$ cat config.mk
export PLATFORM = sky130hd
export DESIGN_NAME = lqrwt_div
export DESIGN_NICKNAME = d
export VERILOG_FILES = /design/src/design/balance_lqr_wheel_torque_defines.svh /design/src/design/lqrwt_pkg.sv /design/src/design/lqrwt_div.sv
export SDC_FILE = /design/constraint.sdc
export NUM_CORES = 1
export LEC_CHECK = 0
export ABC_AREA = 1
export BUFFER_PORTS_ARGS = -buffer_cell sky130_fd_sc_hd__clkbuf_2
export CORE_ASPECT_RATIO = 0.6
export CORE_MARGIN = 2
export CORE_UTILIZATION = 45
export DETAILED_ROUTE_END_ITERATION = 8
export GPL_TIMING_DRIVEN = 0
export PLACE_DENSITY = 0.63
export SYNTH_ARGS = -nofsm -noshare
export SYNTH_HDL_FRONTEND = slang
export SYNTH_SLANG_ARGS = --single-unit
$ cat constraint.sdc
create_clock -name clk -period 5.7 [get_ports clk]
set_clock_uncertainty 0.15 [all_clocks]
set_input_delay 0 -clock clk [delete_from_list [all_inputs] [get_ports clk]]
set_output_delay 0 -clock clk [all_outputs]
set_load 0.05 [all_outputs]
$ cat src/design/balance_lqr_wheel_torque_defines.svh
// Assertion macros shared by the balance controller RTL.
`ifndef BALANCE_LQR_WHEEL_TORQUE_DEFINES_SVH
`define BALANCE_LQR_WHEEL_TORQUE_DEFINES_SVH
`ifndef SYNTHESIS
`define BLWT_ASSERT(lbl, clk, rst_n, prop) \
  lbl: assert property (@(posedge clk) disable iff (!rst_n) prop) \
    else $error("balance_lqr_wheel_torque: check failed");
`define BLWT_IMPLY(lbl, clk, rst_n, ante, cons) \
  `BLWT_ASSERT(lbl, clk, rst_n, (ante) |-> (cons))
`else
`define BLWT_ASSERT(lbl, clk, rst_n, prop)
`define BLWT_IMPLY(lbl, clk, rst_n, ante, cons)
`endif
`endif

$ cat src/design/lqrwt_pkg.sv
// Shared types and constants of the balance controller.
package lqrwt_pkg;
  localparam int unsigned NUM_W  = 48;  // rate numerator width
  localparam int unsigned DEN_W  = 17;  // step time width
  localparam int unsigned QUOT_W = 64;  // rate quotient width
  localparam int unsigned FRAC_W = 16;  // Q16.16 fraction bits

  localparam logic signed [20:0] YAW_JUMP_LIMIT = 21'sd196608;
  localparam logic signed [20:0] TWO_PI_Q16     = 21'sd411775;

  localparam logic [2:0] REG_GAIN_DISP  = 3'd0;
  localparam logic [2:0] REG_GAIN_SPEED = 3'd1;
  localparam logic [2:0] REG_GAIN_PITCH = 3'd2;
  localparam logic [2:0] REG_GAIN_PRATE = 3'd3;
  localparam logic [2:0] REG_GAIN_YAW   = 3'd4;
  localparam logic [2:0] REG_GAIN_YRATE = 3'd5;
  localparam logic [2:0] REG_RADIUS     = 3'd6;
  localparam logic [2:0] REG_STEP_TIME  = 3'd7;

  typedef struct packed {
    logic                     start;
    logic signed [NUM_W-1:0]  num;
    logic        [DEN_W-1:0]  den;
  } div_req_t;

  typedef struct packed {
    logic                     done;
    logic signed [QUOT_W-1:0] quot;
  } div_rsp_t;
endpackage

$ cat src/design/lqrwt_div.sv
// Bit-serial divider: trunc(num * 2^16 / den), one quotient bit per cycle.
module lqrwt_div
  import lqrwt_pkg::*;
(
  input  logic     clk,
  input  logic     rst_n,
  input  div_req_t req,
  output div_rsp_t rsp
);
  localparam int unsigned CNT_W = $clog2(QUOT_W);

  logic [QUOT_W-1:0] dvd_r;
  logic [DEN_W:0]    rem_r;
  logic [DEN_W-1:0]  den_r;
  logic              neg_r;
  logic              busy_r;
  logic [CNT_W-1:0]  cnt_r;
  logic              done_r;
  logic signed [QUOT_W-1:0] quot_r;

  logic [NUM_W-1:0]  mag;
  logic [DEN_W:0]    rem_sh;
  logic              fits;
  logic [DEN_W:0]    rem_nxt;
  logic [QUOT_W-1:0] dvd_nxt;

  always_comb begin
    mag     = req.num[NUM_W-1] ? NUM_W'(-req.num) : NUM_W'(req.num);
    rem_sh  = {rem_r[DEN_W-1:0], dvd_r[QUOT_W-1]};
    fits    = rem_sh >= {1'b0, den_r};
    rem_nxt = fits ? rem_sh - {1'b0, den_r} : rem_sh;
    dvd_nxt = {dvd_r[QUOT_W-2:0], fits};
  end

  always_ff @(posedge clk) begin
    if (!rst_n) begin
      busy_r <= 1'b0;
      done_r <= 1'b0;
      cnt_r  <= '0;
    end else begin
      done_r <= 1'b0;
      if (req.start) begin
        busy_r <= 1'b1;
        cnt_r  <= '0;
        dvd_r  <= {mag, {FRAC_W{1'b0}}};
        rem_r  <= '0;
        den_r  <= req.den;
        neg_r  <= req.num[NUM_W-1];
      end else if (busy_r) begin
        // shift in one quotient bit
        dvd_r <= dvd_nxt;
        rem_r <= rem_nxt;
        cnt_r <= cnt_r + 1'b1;
        if (cnt_r == CNT_W'(QUOT_W - 1)) begin
          busy_r <= 1'b0;
          done_r <= 1'b1;
          quot_r <= neg_r ? -$signed(dvd_nxt) : $signed(dvd_nxt);
        end
      end
    end
  end

  assign rsp.done = done_r;
  assign rsp.quot = quot_r;
endmodule

==> flow_results.org, run 1 <==
** Worst hold path
- The worst hold path passes through 4 cells.
- Min-Delay Startpoint :: req[58]
- Path class of the lowest-slack min-delay path :: primary input to flip-flop
- Worst-case hold path end point :: dvd_r[57]

** Setup path
- Maximum single-stage delay on the critical path :: 0.41 ns
- At the worst endpoint, the arrival time is 3.98 ns.
- At the worst endpoint, the required time is 5.78 ns.
- The slowest stage of the critical path is the sky130_fd_sc_hd__o31ai_2 cell.
- Endpoint class of the critical path :: flip-flop
- Cells traversed along the worst timing path :: ha_1 -> nand2_1 -> nand2_1 -> a21oi_1 -> nand3_2 -> nand2_2 -> nand2_4 -> inv_2 -> ha_1 -> nand3_1 -> nor2_2 -> inv_2 -> nor2_4 -> nand2_1 -> o31ai_2 -> o21ai_1 -> xor2_1
- In this run the critical register-to-register path is launched from rem_r[8].
- Logic depth of the worst register-to-register path :: 17
- STA classifies the critical path startpoint as a flip-flop.
- Worst reg2reg path endpoint :: quot_r[28]
- Largest delay share family, worst path :: simple AND/OR/NAND/NOR gates
- Counting both buffers and inverters, the worst setup path holds a total of 2.
- Of all nets on the critical path, the largest fanout is 5.
- In this design, the critical path's most frequently occurring cell is sky130_fd_sc_hd__nand2_1.
- Type of the setup path with the least slack :: flip-flop to flip-flop
- Launching instance or port of the critical path :: rem_r[8]
- FF-to-FF setup slack :: 1.80 ns

** Synthesis
- The most used flip-flop cell after synthesis is sky130_fd_sc_hd__edfxtp_1.
- Yosys mapped a number of flops with a built-in enable equal to 163.
- During synthesis, Yosys emitted a total of 0 warnings.
- Post-synthesis instance area :: 10850 um^2
- Counting every net in the synthesized netlist gives 1422.
- The netlist uses 51 different library cells.
- Synthesis inferred 171 register bits.
- In the synthesized netlist the async set-or-reset flop fraction comes to 0%.
- Number of standard cells after synthesis :: 1333
- Dividing the synthesized area by the synthesized cell count gives 8.137 um^2.
- Share of synthesized area occupied by flip-flops and latches :: 46.60%

** Clock network
- Root buffer selected by CTS :: sky130_fd_sc_hd__clkbuf_16
- The H-tree was split into 4 levels.
- Num CTS Buffers :: 17
- For this design, the sink count on the clock tree is 171.
- TritonCTS built the clock tree.
- Clock slew at the register clock pins of the worst setup and hold paths :: 0.07 ns
- Skew-Pair Late Insertion Delay :: 0.44 ns
- Maximum number of buffers from clock root to sink :: 2

** Floorplanning
- Row generation in the floorplan step produced 43 rows.
- Die Y :: 124.3 um
- 133 I/O pins were placed.
- Die Outline Area :: 25400 um^2
- Die width :: 204.4 um
- After floorplanning, the core was sized to cover 23400 um^2.
- Initial Util :: 46.35%

** STA
- Worst slew margin :: 37.08%
- The number of pins exceeding their max-slew limit in the final report was 0.
- Final worst-path setup slack :: 1.795 ns
- Setup repair after global routing missed its margin :: no
- Static timing analysis puts the maximum clock frequency at 256.1 MHz.
- Setup violations remaining at the end of the flow were counted as 0.
- Hold timing on the final database bottoms out at a slack of 0.05886 ns.
- The number of hold violations in the final report came to 0.
- The smallest clock period supported by the final layout is computed as 3.905 ns.
- Transition at the pin with the smallest max-transition slack :: 0.9416 ns
- After layout, the worst path uses 68.51% of the clock period.

** Final layout
- Of the cells placed in the final design, the portion with a size suffix greater than 1 is 13.79%.
- From synthesis to final layout, the design area changed by 21.44%.
- Final net count :: 1635
- Sequential cell area in the final layout :: 5055 um^2
- The filler cells instantiated in the layout total 2184.
- Area used by multi-input combinational logic :: 5041 um^2
- The number of antenna diodes in the final layout is 0.

** Job
- Number of violations of the max-capacitance limit :: 0

** Place
- In this run the tool buffered the top-level ports with 131 buffer cells.
- Worst Setup Slack post-DPL :: 2.016 ns
- Post-DP HPWL :: 27820 um
- Final weighted congestion of routability-driven global placement :: 0.9723

** Power and ir drop
- Combinational logic burns 21.6% of the power.
- The share of total power dissipated in the clock network is 33.9%.
- In this run, flip-flops and latches consume 44.5% of the power.
- Internal portion of total power :: 2.365 mW
- Leak :: 5.481 nW
- Power, Total :: 3.481 mW
- Sw Ratio :: 32.06%
- Ratio of total power to cell area :: 264.2 nW/um^2
- The analysis attributes to net switching a power of 1.116 mW.
- IR analysis of the VDD net gives a maximum drop of 0.2669 mV.

** Routing
- Final WL :: 35330 um
- For this block, the initial DRC count from the detailed router was 1414.
- Post-route DRC violation count :: 0
- Dividing the detail-routed wire length by the instance count gives 18.85 um.
- Pre-antenna DRT Iters :: 6
- Via-per-instance ratio :: 5.453
- ANT nets after route :: 0
- Via count of the routed design :: 10220

** Global routing
- Global-route wire length before repair :: 53690 um
- Largest net degree at the start of global routing :: 69
- Total global routing overflow :: 0
- The initial antenna violation count was 0.
- Via count of the first global-routing pass :: 9104
- In the global route stage, overall resource usage came out at 28.10%.

** Run status
- The flow ran to the end, and the final reports show no timing, DRC or antenna violations.
==> stage by stage <==
| stage | setup TNS, ns | util (%) | std cells | cell area, um^2 |
|---|---|---|---|---|
| after floorplan | 0 | - | 1333 | 10850 |
| after global placement | -32.82 | 50.83 | 1779 | 11900 |
| after detailed placement | 0 | 51.10 | 1781 | 11960 |
| after CTS | 0 | 56.28 | 1874 | 13170 |
| after global routing | 0 | 56.28 | 1874 | 13170 |
| final | 0 | 56.28 | 1874 | 13170 |
==> worst reg2reg max path, cell delays in order, from the launching register on <==
cell	delay (ns)
sky130_fd_sc_hd__edfxtp_1	0.39
sky130_fd_sc_hd__ha_1	0.38
sky130_fd_sc_hd__nand2_1	0.10
sky130_fd_sc_hd__nand2_1	0.12
sky130_fd_sc_hd__a21oi_1	0.18
sky130_fd_sc_hd__nand3_2	0.20
sky130_fd_sc_hd__nand2_2	0.15
sky130_fd_sc_hd__nand2_4	0.10
sky130_fd_sc_hd__inv_2	0.15
sky130_fd_sc_hd__ha_1	0.23
sky130_fd_sc_hd__nand3_1	0.16
sky130_fd_sc_hd__nor2_2	0.19
sky130_fd_sc_hd__inv_2	0.06
sky130_fd_sc_hd__nor2_4	0.14
sky130_fd_sc_hd__nand2_1	0.11
sky130_fd_sc_hd__o31ai_2	0.41
sky130_fd_sc_hd__o21ai_1	0.16
sky130_fd_sc_hd__xor2_1	0.32
==> state kept, by name, indices dropped and copies added (netlist names) <==
signal,count
busy_r,1
cnt_r,6
den_r,17
done_r,1
dvd_r,64
neg_r,1
quot_r,64
rem_r,17
==> layout make-up <==
| class | instances | area share, % |
|---|---|---|
| Sequential cell | 171 | 38.37 |
| Tap cell | 315 | 2.992 |
| Multi-Input combinational cell | 969 | 38.27 |
| Inverter | 157 | 4.474 |
| Timing Repair Buffer | 194 | 9.973 |
| Clock inverter | 15 | 1.349 |
| Clock buffer | 17 | 3.229 |
| Buffer | 36 | 1.339 |
==> logic make-up after synthesis <==
group                      share of synthesized area [%]
AOI/OAI and AO/OA                                  8.213
xor gates and xnor gates                           6.921
muxes                                            0.09229
DFF                                                46.60
and+or+nand+nor                                    28.62
buffers and inverters                              7.060
adders and majority gates                          2.492
==> power groups by stage <==
stage / registers [mW] / clock network, mW / logic (mW)
CTS: 1.54 / 1.19 / 0.730
global route: 1.55 / 1.25 / 0.822
finish: 1.55 / 1.18 / 0.751
detailed placement: 1.57 / 0 / 0.693
global placement: 1.57 / 0 / 0.681
floorplan: 1.55 / 0 / 0.467
==> routing by layer <==
layer  vias to the layer above  routed length (um)  GRT usage [%]
met5                         -                   0              0
met4                         0                 275          4.902
met3                        28                4327          7.038
met2                       583               12990          35.11
met1                      4710               17740          47.42
li1                       4898                   -              -
==> cells in the final DEF, fill, tap and decap left out, types with 6 or more instances in the layout <==
master,n
sky130_fd_sc_hd__nor2_2,6
sky130_fd_sc_hd__o21ai_1,6
sky130_fd_sc_hd__nand4_1,45
sky130_fd_sc_hd__clkbuf_16,17
sky130_fd_sc_hd__xnor2_1,14
sky130_fd_sc_hd__o21ai_0,81
sky130_fd_sc_hd__clkbuf_2,131
sky130_fd_sc_hd__nor4_1,7
sky130_fd_sc_hd__nor3_1,27
sky130_fd_sc_hd__nand2_2,7
sky130_fd_sc_hd__xor2_1,68
sky130_fd_sc_hd__nand3_1,83
sky130_fd_sc_hd__edfxtp_1,163
sky130_fd_sc_hd__dlygate4sd3_1,61
sky130_fd_sc_hd__nor2_1,170
sky130_fd_sc_hd__dfxtp_1,8
sky130_fd_sc_hd__clkbuf_1,24
sky130_fd_sc_hd__inv_1,152
sky130_fd_sc_hd__ha_1,20
sky130_fd_sc_hd__nand2_1,326
sky130_fd_sc_hd__a21oi_1,46
sky130_fd_sc_hd__a31oi_1,8
==> worst max-delay path by stage <==
stage                             to  cells after the start
after floorplan            quot_r[0]                      5
after global placement    quot_r[58]                      5
after detailed placement  quot_r[28]                     17
after CTS                 quot_r[28]                     17
after global routing      quot_r[28]                     17
final                     quot_r[28]                     17
==> synthesized netlist by cell type (2+ instances only) <==
cell / n / share of area, %
sky130_fd_sc_hd__inv_2: 5 / 0.17
sky130_fd_sc_hd__nand2_2: 7 / 0.40
sky130_fd_sc_hd__o21ai_0: 81 / 3.7
sky130_fd_sc_hd__inv_1: 152 / 5.3
sky130_fd_sc_hd__nor4_1: 7 / 0.40
sky130_fd_sc_hd__o31ai_1: 3 / 0.21
sky130_fd_sc_hd__nor3b_1: 5 / 0.35
sky130_fd_sc_hd__a21oi_1: 46 / 2.1
sky130_fd_sc_hd__clkbuf_1: 24 / 0.83
sky130_fd_sc_hd__o31ai_2: 2 / 0.23
sky130_fd_sc_hd__xor2_1: 68 / 5.5
sky130_fd_sc_hd__a31oi_1: 8 / 0.46
sky130_fd_sc_hd__nand2_4: 4 / 0.42
sky130_fd_sc_hd__o211ai_1: 3 / 0.21
sky130_fd_sc_hd__nand3_2: 2 / 0.18
sky130_fd_sc_hd__o21bai_1: 2 / 0.14
sky130_fd_sc_hd__nand3_1: 83 / 3.8
sky130_fd_sc_hd__o22ai_1: 3 / 0.17
sky130_fd_sc_hd__nand2_1: 327 / 11
sky130_fd_sc_hd__o21ai_1: 6 / 0.28
sky130_fd_sc_hd__nand3b_1: 5 / 0.35
sky130_fd_sc_hd__and2_1: 2 / 0.12
sky130_fd_sc_hd__nor2_4: 3 / 0.31
sky130_fd_sc_hd__a21oi_2: 2 / 0.16
sky130_fd_sc_hd__buf_1: 5 / 0.17
sky130_fd_sc_hd__nand4_1: 45 / 2.6
sky130_fd_sc_hd__xnor2_1: 14 / 1.1
sky130_fd_sc_hd__buf_6: 2 / 0.21
sky130_fd_sc_hd__nor3_1: 27 / 1.2
sky130_fd_sc_hd__nor2_2: 6 / 0.35
sky130_fd_sc_hd__nor2_1: 171 / 5.9
sky130_fd_sc_hd__buf_4: 2 / 0.14
sky130_fd_sc_hd__nor3_2: 3 / 0.28
sky130_fd_sc_hd__xor2_2: 2 / 0.30
sky130_fd_sc_hd__dfxtp_1: 8 / 1.5
sky130_fd_sc_hd__edfxtp_1: 163 / 45
sky130_fd_sc_hd__ha_1: 20 / 2.3
sky130_fd_sc_hd__buf_2: 2 / 0.092
==> timing repair <==
| action | in CTS | in global routing |
|---|---|---|
| buffers inserted | 0 | 0 |
| hold buffers | 61 | 0 |
| setup endpoints to repair | 0 | 0 |
| endpoints found under the hold margin | 68 | 0 |
| gates resized for setup | 0 | 0 |
Power figures use the tool's default switching activity.
==> inputs of run 2 (changes only) <==
==> constraint.sdc (replaced) <==
create_clock -name clk -period 3.8 [get_ports clk]
set_clock_uncertainty 0.15 [all_clocks]
set_input_delay 0 -clock clk [delete_from_list [all_inputs] [get_ports clk]]
set_output_delay 0 -clock clk [all_outputs]
set_load 0.05 [all_outputs]
==> run 2 against run 1 <==
  * Register-to-register slack worse by 1.6 ns
  * Clock-buffer cell count unchanged
  * Global-route usage up 0.083 points
  * Power up 51%
  * Final area up 0.12%
  * Hold slack worse by 0.0073 ns
  * Cell count unchanged
  * Non-clock buffer count unchanged
  * Wire length about the same
  * First-iteration DRC count up 2.4%
  * Maximum frequency up 7.7%
==> flow_results.org, run 2 (synthesized netlist as in run 1, its figures left out) <==
** STA
- The setup-violating endpoint count in the final report came to 0 (unchanged).
- Worst slew margin :: 35.64% (-1.4 points)
- Hold Violations, Final :: 0 (unchanged)
- The ratio of final minimum period to clock period came to 95.38% (+27 points).
- Transition at the pin with the smallest max-transition slack :: 0.9631 ns (+0.02145 ns)
- The number of pins exceeding their max-slew limit in the final report came to 0 (unchanged).
- Clock period minus worst slack :: 3.624 ns (-0.2806 ns)
- Max frequency :: 275.9 MHz (+7.7%)
- Total Neg Setup Slack :: 0 ns (unchanged)

** Floorplanning
- The floorplan die area was 25400 um^2 (unchanged).
- The core outline area is 23400 um^2 (unchanged).
- Floorplan row count :: 43 (unchanged)
- Die width :: 204.4 um (unchanged)
- Initial Util :: 46.35% (unchanged)
- Number of top-level pins :: 133 (unchanged)
- The die extent in y came to 124.3 um (unchanged).

** Global routing
- The number of global-route vias before repair is 9049 (-0.60%).
- Number of antenna violations at the first check in global routing :: 0 (unchanged)
- The global-route usage over all layers was 28.18% (+0.083 points).
- Total global routing overflow :: 0 (unchanged)
- The first-pass GRT wire length is 53320 um (-0.69%).
- The maximum number of pins on one net before global-route repair is 42 (-39%).

** Setup path
- STA classifies the critical path startpoint as a flip-flop.
- The worst register-to-register path begins at rem_r[7].
- Worst reg2reg path endpoint :: quot_r[24]
- Data required time at the worst endpoint :: 3.85 ns (-1.93 ns)
- The worst setup path is of the flip-flop to flip-flop kind.
- The highest cell delay on the worst timing path was 0.39 ns (-0.02 ns).
- Biggest fanout along the worst timing path :: 5 (unchanged)
- Cells traversed along the worst timing path :: ha_1 -> nand2_2 -> inv_1 -> a21oi_1 -> nand3_2 -> nand2_2 -> nand2_4 -> inv_2 -> ha_1 -> nand3_1 -> nor2_2 -> inv_2 -> nor2_4 -> nand2_1 -> o31ai_4 -> buf_4 -> nand2_1 -> xor2_1
- The minimum setup slack among reg-to-reg paths is 0.18 ns (-1.62 ns).
- Logic depth of the worst register-to-register path :: 18 (+1)
- The largest individual stage delay along the critical path comes from the cell sky130_fd_sc_hd__edfxtp_1.
- STA classifies the critical path endpoint as a flip-flop.
- The endpoint arrival time on the critical path is 3.67 ns (-0.31 ns).

** Run status
- The flow ran to the end, and the final reports show no timing, DRC or antenna violations.

** Routing
- The overall routed net length was 35350 um (about the same).
- Via count of the routed design :: 10220 (-0.020%)
- Number of DRC markers in iteration 0 :: 1448 (+2.4%)
- The vias per cell was 5.452 (about the same).
- The number of detailed-routing iterations run before antenna repair is 6 (unchanged).
- The count of unresolved DRC violations after routing came to 0 (unchanged).
- The routed length per instance came to 18.86 um (about the same).
- ANT nets after route :: 0 (unchanged)

** Clock network
- The root buffer cell chosen for the clock tree is sky130_fd_sc_hd__clkbuf_16.
- CTS tree :: yes
- The deepest clock path buffer count came to 2 (unchanged).
- The clock-pin slew of the registers on the worst-case setup and hold paths was 0.07 ns (about the same).
- The number of clock buffers inserted by TritonCTS came to 17 (unchanged).
- The total number of clock tree sinks was 171 (unchanged).
- The H-tree depth was 4 (unchanged).
- The insertion delay of the later-clocked pin in the worst-skew pair was 0.45 ns (about the same).

** Final layout
- Area used by multi-input combinational logic :: 5065 um^2 (+0.47%)
- Share of layout cells above drive strength 1 :: 14.11% (+0.32 points)
- The antenna diode instance count is 0 (unchanged).
- Final net count :: 1635 (unchanged)
- Commonest non-fill, non-tap cells in the layout :: sky130_fd_sc_hd__nand2_1 (326), sky130_fd_sc_hd__nor2_1 (170), sky130_fd_sc_hd__edfxtp_1 (163)
- Design Area, Final :: 13190 um^2 (+0.12%)
- From synthesis to final layout, the design area changed by 21.59%.
- The library cell used most frequently in the layout, excluding fill and tap cells, is sky130_fd_sc_hd__nand2_1.
- Biggest registers after layout :: dvd_r: 64 flops, quot_r: 64 flops
- The filler cell count in the final layout was 2146 (-1.7%).
- Sequential cell area in the final layout :: 5055 um^2 (unchanged)
- Final core utilization :: 56.35% (+0.070 points)

** Worst hold path
- The path class of the tightest hold or removal check is primary input to flip-flop.
- Worst-case hold path end point :: dvd_r[21]
- The worst hold path begins at req[22].
- Count of cells along the worst hold path :: 3 (-1)

** Power and ir drop
- The share of total power in the clock network came to 34.6% (+0.7 points).
- Ratio of total power to cell area :: 399.5 nW/um^2 (+51%)
- Proportion of power drawn by flip-flops and latches :: 44.0% (-0.5 points)
- The peak supply drop is 0.3611 mV (+35%).
- Internal portion of total power :: 3.602 mW (+52%)
- The switching share of power was 31.63% (-0.44 points).
- The switching power of the nets came to 1.666 mW (+49%).
- The leakage power figure is 5.475 nW (-0.11%).
- Logic pwr share :: 21.4% (-0.2 points)

** Place
- Post-DP HPWL :: 27840 um (about the same)
- The global placement routability congestion is 0.9654 (-0.71%).
- Quantity of I/O buffers inserted on ports :: 131 (unchanged)
- The cell area after placement is 11950 um^2 (about the same).

** Job
- Number of violations of the max-capacitance limit :: 0 (unchanged)
==> run 2: cell types whose count changed in the layout (fill, tap and decap cells not counted), sizes merged <==
cell / delta
buf: +3
dlygate4sd3: -3
inv: -3
clkinvlp: +2
bufinv: +1
==> run 2: worst max-delay path, delay by kind of cell (launching register included) <==
family          cells  cell delay (ns)
simple gates        9             1.20
fa+ha+maj           2             0.60
compound gates      2             0.44
buf+inv             4             0.43
flops               1             0.39
xor+xnor            1             0.14
==> run 2: through the flow <==
step	hold slack, ns	setup slack (ns)	instances	power, mW
after floorplan	-0.05113	0.7393	1333	3.026
after global placement	0.02692	-0.8716	1779	3.387
after detailed placement	0.02910	0.08788	1781	3.390
after CTS	0.01196	0.03772	1871	5.232
after global routing	0.05535	-0.01827	1874	5.497
final	0.05160	0.1756	1874	5.268
==> run 2: worst max-delay path by stage <==
stage,start,endpoint,slack (ns)
floorplan,cnt_r[0],quot_r[0],0.74
global placement,req[65],quot_r[58],-0.87
detailed placement,rem_r[8],quot_r[28],0.09
CTS,rem_r[8],quot_r[28],0.04
global route,rem_r[4],quot_r[24],-0.02
finish,rem_r[7],quot_r[24],0.18
==> run 2: cell type report <==
type,count,share of cell area [%]
clock buffers,17,3.226
plain buffers,36,1.338
inverters,157,4.468
clock inverters,15,1.404
flip-flops and latches,171,38.33
repair buffers,194,9.847
multi-input cells,969,38.40
well taps,315,2.988
==> run 2: power groups by stage <==
stage          registers [mW]  logic (mW)  clock network (mW)
3_3_place_gp             2.36        1.03                   0
4_1_cts                  2.31        1.09                1.83
5_1_grt                  2.33        1.24                1.93
6_report                 2.32        1.13                1.82
3_5_place_dp             2.35        1.04                   0
2_1_floorplan            2.32       0.701                   0
==> run 2: what timing repair did <==
| item | in CTS | in global routing |
|---|---|---|
| setup buffers | 0 | 3 |
| hold buffers | 58 | 0 |
| endpoints found under the setup margin | 0 | 6 |
| endpoints found under the hold margin | 66 | 0 |
| resized for setup | 0 | 3 |
==> run 2: routing by layer <==
metal  global-route usage (%)  wire [um]  part of all wire (%)  up-vias
li1                         -          -                     -     4880
met1                    47.96      18130                    51     4744
met2                    34.24      12720                    36      560
met3                    7.640       4181                    12       33
met4                    4.902        318                  0.90        0
met5                        0          0                     0        -
==> inputs of run 3 (changes only) <==
--- a/config.mk
+++ b/config.mk
@@ -9,10 +9,10 @@
 export BUFFER_PORTS_ARGS = -buffer_cell sky130_fd_sc_hd__clkbuf_2
 export CORE_ASPECT_RATIO = 0.6
 export CORE_MARGIN = 2
-export CORE_UTILIZATION = 45
+export CORE_UTILIZATION = 59
 export DETAILED_ROUTE_END_ITERATION = 8
 export GPL_TIMING_DRIVEN = 0
-export PLACE_DENSITY = 0.63
+export PLACE_DENSITY = 0.8
 export SYNTH_ARGS = -nofsm -noshare
 export SYNTH_HDL_FRONTEND = slang
 export SYNTH_SLANG_ARGS = --single-unit
==> constraint.sdc (replaced) <==
create_clock -name clk -period 3.8 [get_ports clk]
set_clock_uncertainty 0.15 [all_clocks]
set_input_delay 0.38 -clock clk [delete_from_list [all_inputs] [get_ports clk]]
set_output_delay 0.38 -clock clk [all_outputs]
set_load 0.05 [all_outputs]
==> run 3 against run 2 <==
  * Power decreased by 1.2%
  * Via count increased by 1.5%
  * Core utilization increased by 14 points
  * Highest routed layer unchanged
==> flow_results.org, run 3 (synthesized netlist as in run 1, its figures left out) <==
** Setup path
- Data required time at the worst endpoint :: 3.81 ns (-0.04 ns)
- STA classifies the critical path endpoint as a flip-flop.
- The worst setup path is of the flip-flop to flip-flop kind.
- Biggest fanout along the worst timing path :: 5 (unchanged)
- The worst setup path is launched from a flip-flop.
- Worst EP arrival :: 3.67 ns (about the same)

** Final layout
- The antenna diode instance count came to 0 (unchanged).
- The net total in the final layout is 1592 (-2.6%).
- In the final layout, the registers with the most flip-flops are dvd_r: 64 flops, quot_r: 64 flops.
- Growth of design area from synthesis to finish :: 16.83%
- Share of layout cells above drive strength 1 :: 14.25% (+0.14 points)
- Leaving out fill and tap cells, the most frequent cell in the layout is sky130_fd_sc_hd__nand2_1.
- Commonest non-fill, non-tap cells in the layout :: sky130_fd_sc_hd__nand2_1 (326), sky130_fd_sc_hd__nor2_1 (170), sky130_fd_sc_hd__edfxtp_1 (163)

** Global routing
- The total global routing overflow is 0 (unchanged).
- Via count of the first global-routing pass :: 9337 (+3.2%)
- The maximum number of pins on one net before global-route repair is 47 (+12%).
- The global-route usage over all layers is 36.44% (+8.3 points).
- Number of antenna violations at the first check in global routing :: 0 (unchanged)
- Global-route wire length before repair :: 52540 um (-1.4%)

** Routing
- The overall routed net length is 34450 um (-2.5%).
- Pre-antenna DRT Iters :: 6 (unchanged)
- The vias per cell is 5.908 (+8.4%).
- The antenna violation net count after detailed routing came to 0 (unchanged).
- Average detailed-routed wire length per instance :: 19.62 um (+4.0%)
- The count of unresolved DRC violations after routing is 0 (unchanged).
- Via count of the routed design :: 10380 (+1.5%)
- Number of DRC markers in iteration 0 :: 1901 (+31%)

** Floorplanning
- The number of top-level design ports is 133 (unchanged).
- Floorplan row count :: 38 (-12%)
- Die width :: 179.0 um (-12%)
- The floorplan die area was 19520 um^2 (-23%).
- The core outline area was 18020 um^2 (-23%).
- Initial Util :: 60.19% (+14 points)
- The die extent in y is 109.0 um (-12%).

** STA
- Number of endpoints failing setup at the final stage :: 0 (unchanged)
- Period utilisation layout :: 96.34% (+0.96 points)
- Max frequency :: 273.1 MHz (-1.0%)
- Max Slew Vio Count :: 0 (unchanged)
- Clock period minus worst slack :: 3.661 ns (+0.03663 ns)
- The setup total negative slack was 0 ns (unchanged).
- Setup repair after global routing left no endpoint under its margin.
- Transition at the pin with the smallest max-transition slack :: 0.9239 ns (-0.03920 ns)
- The worst slew margin relative to its limit is 38.26% (+2.6 points).
- The number of hold violations in the final report was 0 (unchanged).

** Clock network
- The number of clock buffers inserted by TritonCTS was 17 (unchanged).
- # clock sinks :: 171 (unchanged)
- CTS tree :: yes
- Clock slew at the register clock pins of the worst setup and hold paths :: 0.07 ns (about the same)
- Number of levels in the clock H-tree :: 4 (unchanged)
- Maximum number of buffers from clock root to sink :: 2 (unchanged)
- Skew-Pair Late Insertion Delay :: 0.43 ns (-0.02 ns)
- Root buffer selected by CTS :: sky130_fd_sc_hd__clkbuf_16

** Power and ir drop
- The overall power after layout was 5.205 mW (-1.2%).
- The peak supply drop was 0.3246 mV (-10%).
- Ratio of total power to cell area :: 410.8 nW/um^2 (+2.8%)
- The leakage power figure is 5.306 nW (-3.1%).

** Job
- The max-capacitance violation count came to 0 (unchanged).

** Place
- Post-DP HPWL :: 26860 um (-3.5%)
- The number of buffers inserted by port buffering came to 131 (unchanged).
- The global placement routability congestion is 0.9740 (+0.89%).

** Worst hold path
- The path class of the tightest hold or removal check is primary input to flip-flop.

** Run status
- Run status :: finished clean
## run 3: cell types whose count changed in the layout (fill, tap and decap cells not counted), moves of 2 or more
cell | before | now
sky130_fd_sc_hd__inv_8 | 2 | 5
sky130_fd_sc_hd__dlygate4sd3_1 | 58 | 17
sky130_fd_sc_hd__clkinvlp_4 | 4 | 1
sky130_fd_sc_hd__buf_4 | 5 | 3
## run 3: metal layers
metal	up-vias	GRT usage, %	share of wire (%)
met5	-	0	0
met4	0	6.446	1.0
met2	808	48.05	38
met1	4704	58.42	44
li1	4817	-	-
met3	46	10.88	16
## run 3: final timing paths
kind              startpoint    endpoint  slack (ns)  cells past startpoint
hold / removal       req[64]       neg_r        0.16                      1
setup reg to reg    rem_r[8]  quot_r[28]        0.14                     17
hold reg to reg     cnt_r[0]    cnt_r[0]        0.37                      2
setup / recovery    rem_r[8]  quot_r[28]        0.14                     17
## run 3: critical path, stage by stage (launching register included)
cell and delay, ns:
sky130_fd_sc_hd__edfxtp_1 0.39, sky130_fd_sc_hd__ha_1 0.38, sky130_fd_sc_hd__nand2_1 0.10, sky130_fd_sc_hd__nand2_1 0.11, sky130_fd_sc_hd__a21oi_1 0.16, sky130_fd_sc_hd__nand3_2 0.17, sky130_fd_sc_hd__nand2_2 0.15, sky130_fd_sc_hd__nand2_4 0.11
sky130_fd_sc_hd__inv_4 0.13, sky130_fd_sc_hd__ha_2 0.22, sky130_fd_sc_hd__nand3_2 0.14, sky130_fd_sc_hd__nor2_4 0.18, sky130_fd_sc_hd__inv_2 0.07, sky130_fd_sc_hd__nor2_4 0.14, sky130_fd_sc_hd__nand2_1 0.14, sky130_fd_sc_hd__o31ai_4 0.34
sky130_fd_sc_hd__o21ai_1 0.13, sky130_fd_sc_hd__xor2_1 0.19
## run 3: what timing repair did
action / 4_1_cts / 5_1_grt
setup buffers: 0 / 1
hold endpoints to repair: 17 / 0
setup endpoints to repair: 0 / 7
hold buffers: 17 / 0
resized for setup: 0 / 6
## run 3: layout make-up
type                            instances  area (um^2)
Clock inverter                         14        175.2
Fill cell                            1413         5348
Sequential cell                       171         5055
Inverter                              157        591.8
Timing Repair Buffer                  151        873.3
Tap cell                              240        300.3
Clock buffer                           18        429.2
Multi-Input combinational cell        969         5071
Buffer                                 36        176.4
## run 3: report_power, final
part	leakage (nW)	switching, mW	total [mW]	internal, mW
clock	0.295	0.795	1.79	1.00
combinational	3.41	0.744	1.09	0.349
sequential	1.60	0.0901	2.32	2.23
total	5.31	1.63	5.21	3.58
## run 3: per-stage QoR
step / hold WS (ns) / setup WS [ns] / instance area [um^2] / utilization [%] / instances
final: 0.1582 / 0.1390 / 12670 / 70.32 / 1756
after global routing: 0.1297 / 0.02027 / 12670 / 70.32 / 1756
after CTS: 0.1367 / 0.06113 / 12630 / 70.10 / 1755
after detailed placement: 0.3526 / 0.1752 / 11860 / 65.80 / 1706
after global placement: 0.3380 / -1.044 / 11810 / 65.51 / 1704
after floorplan: 0.3272 / 0.4051 / 10850 / - / 1333
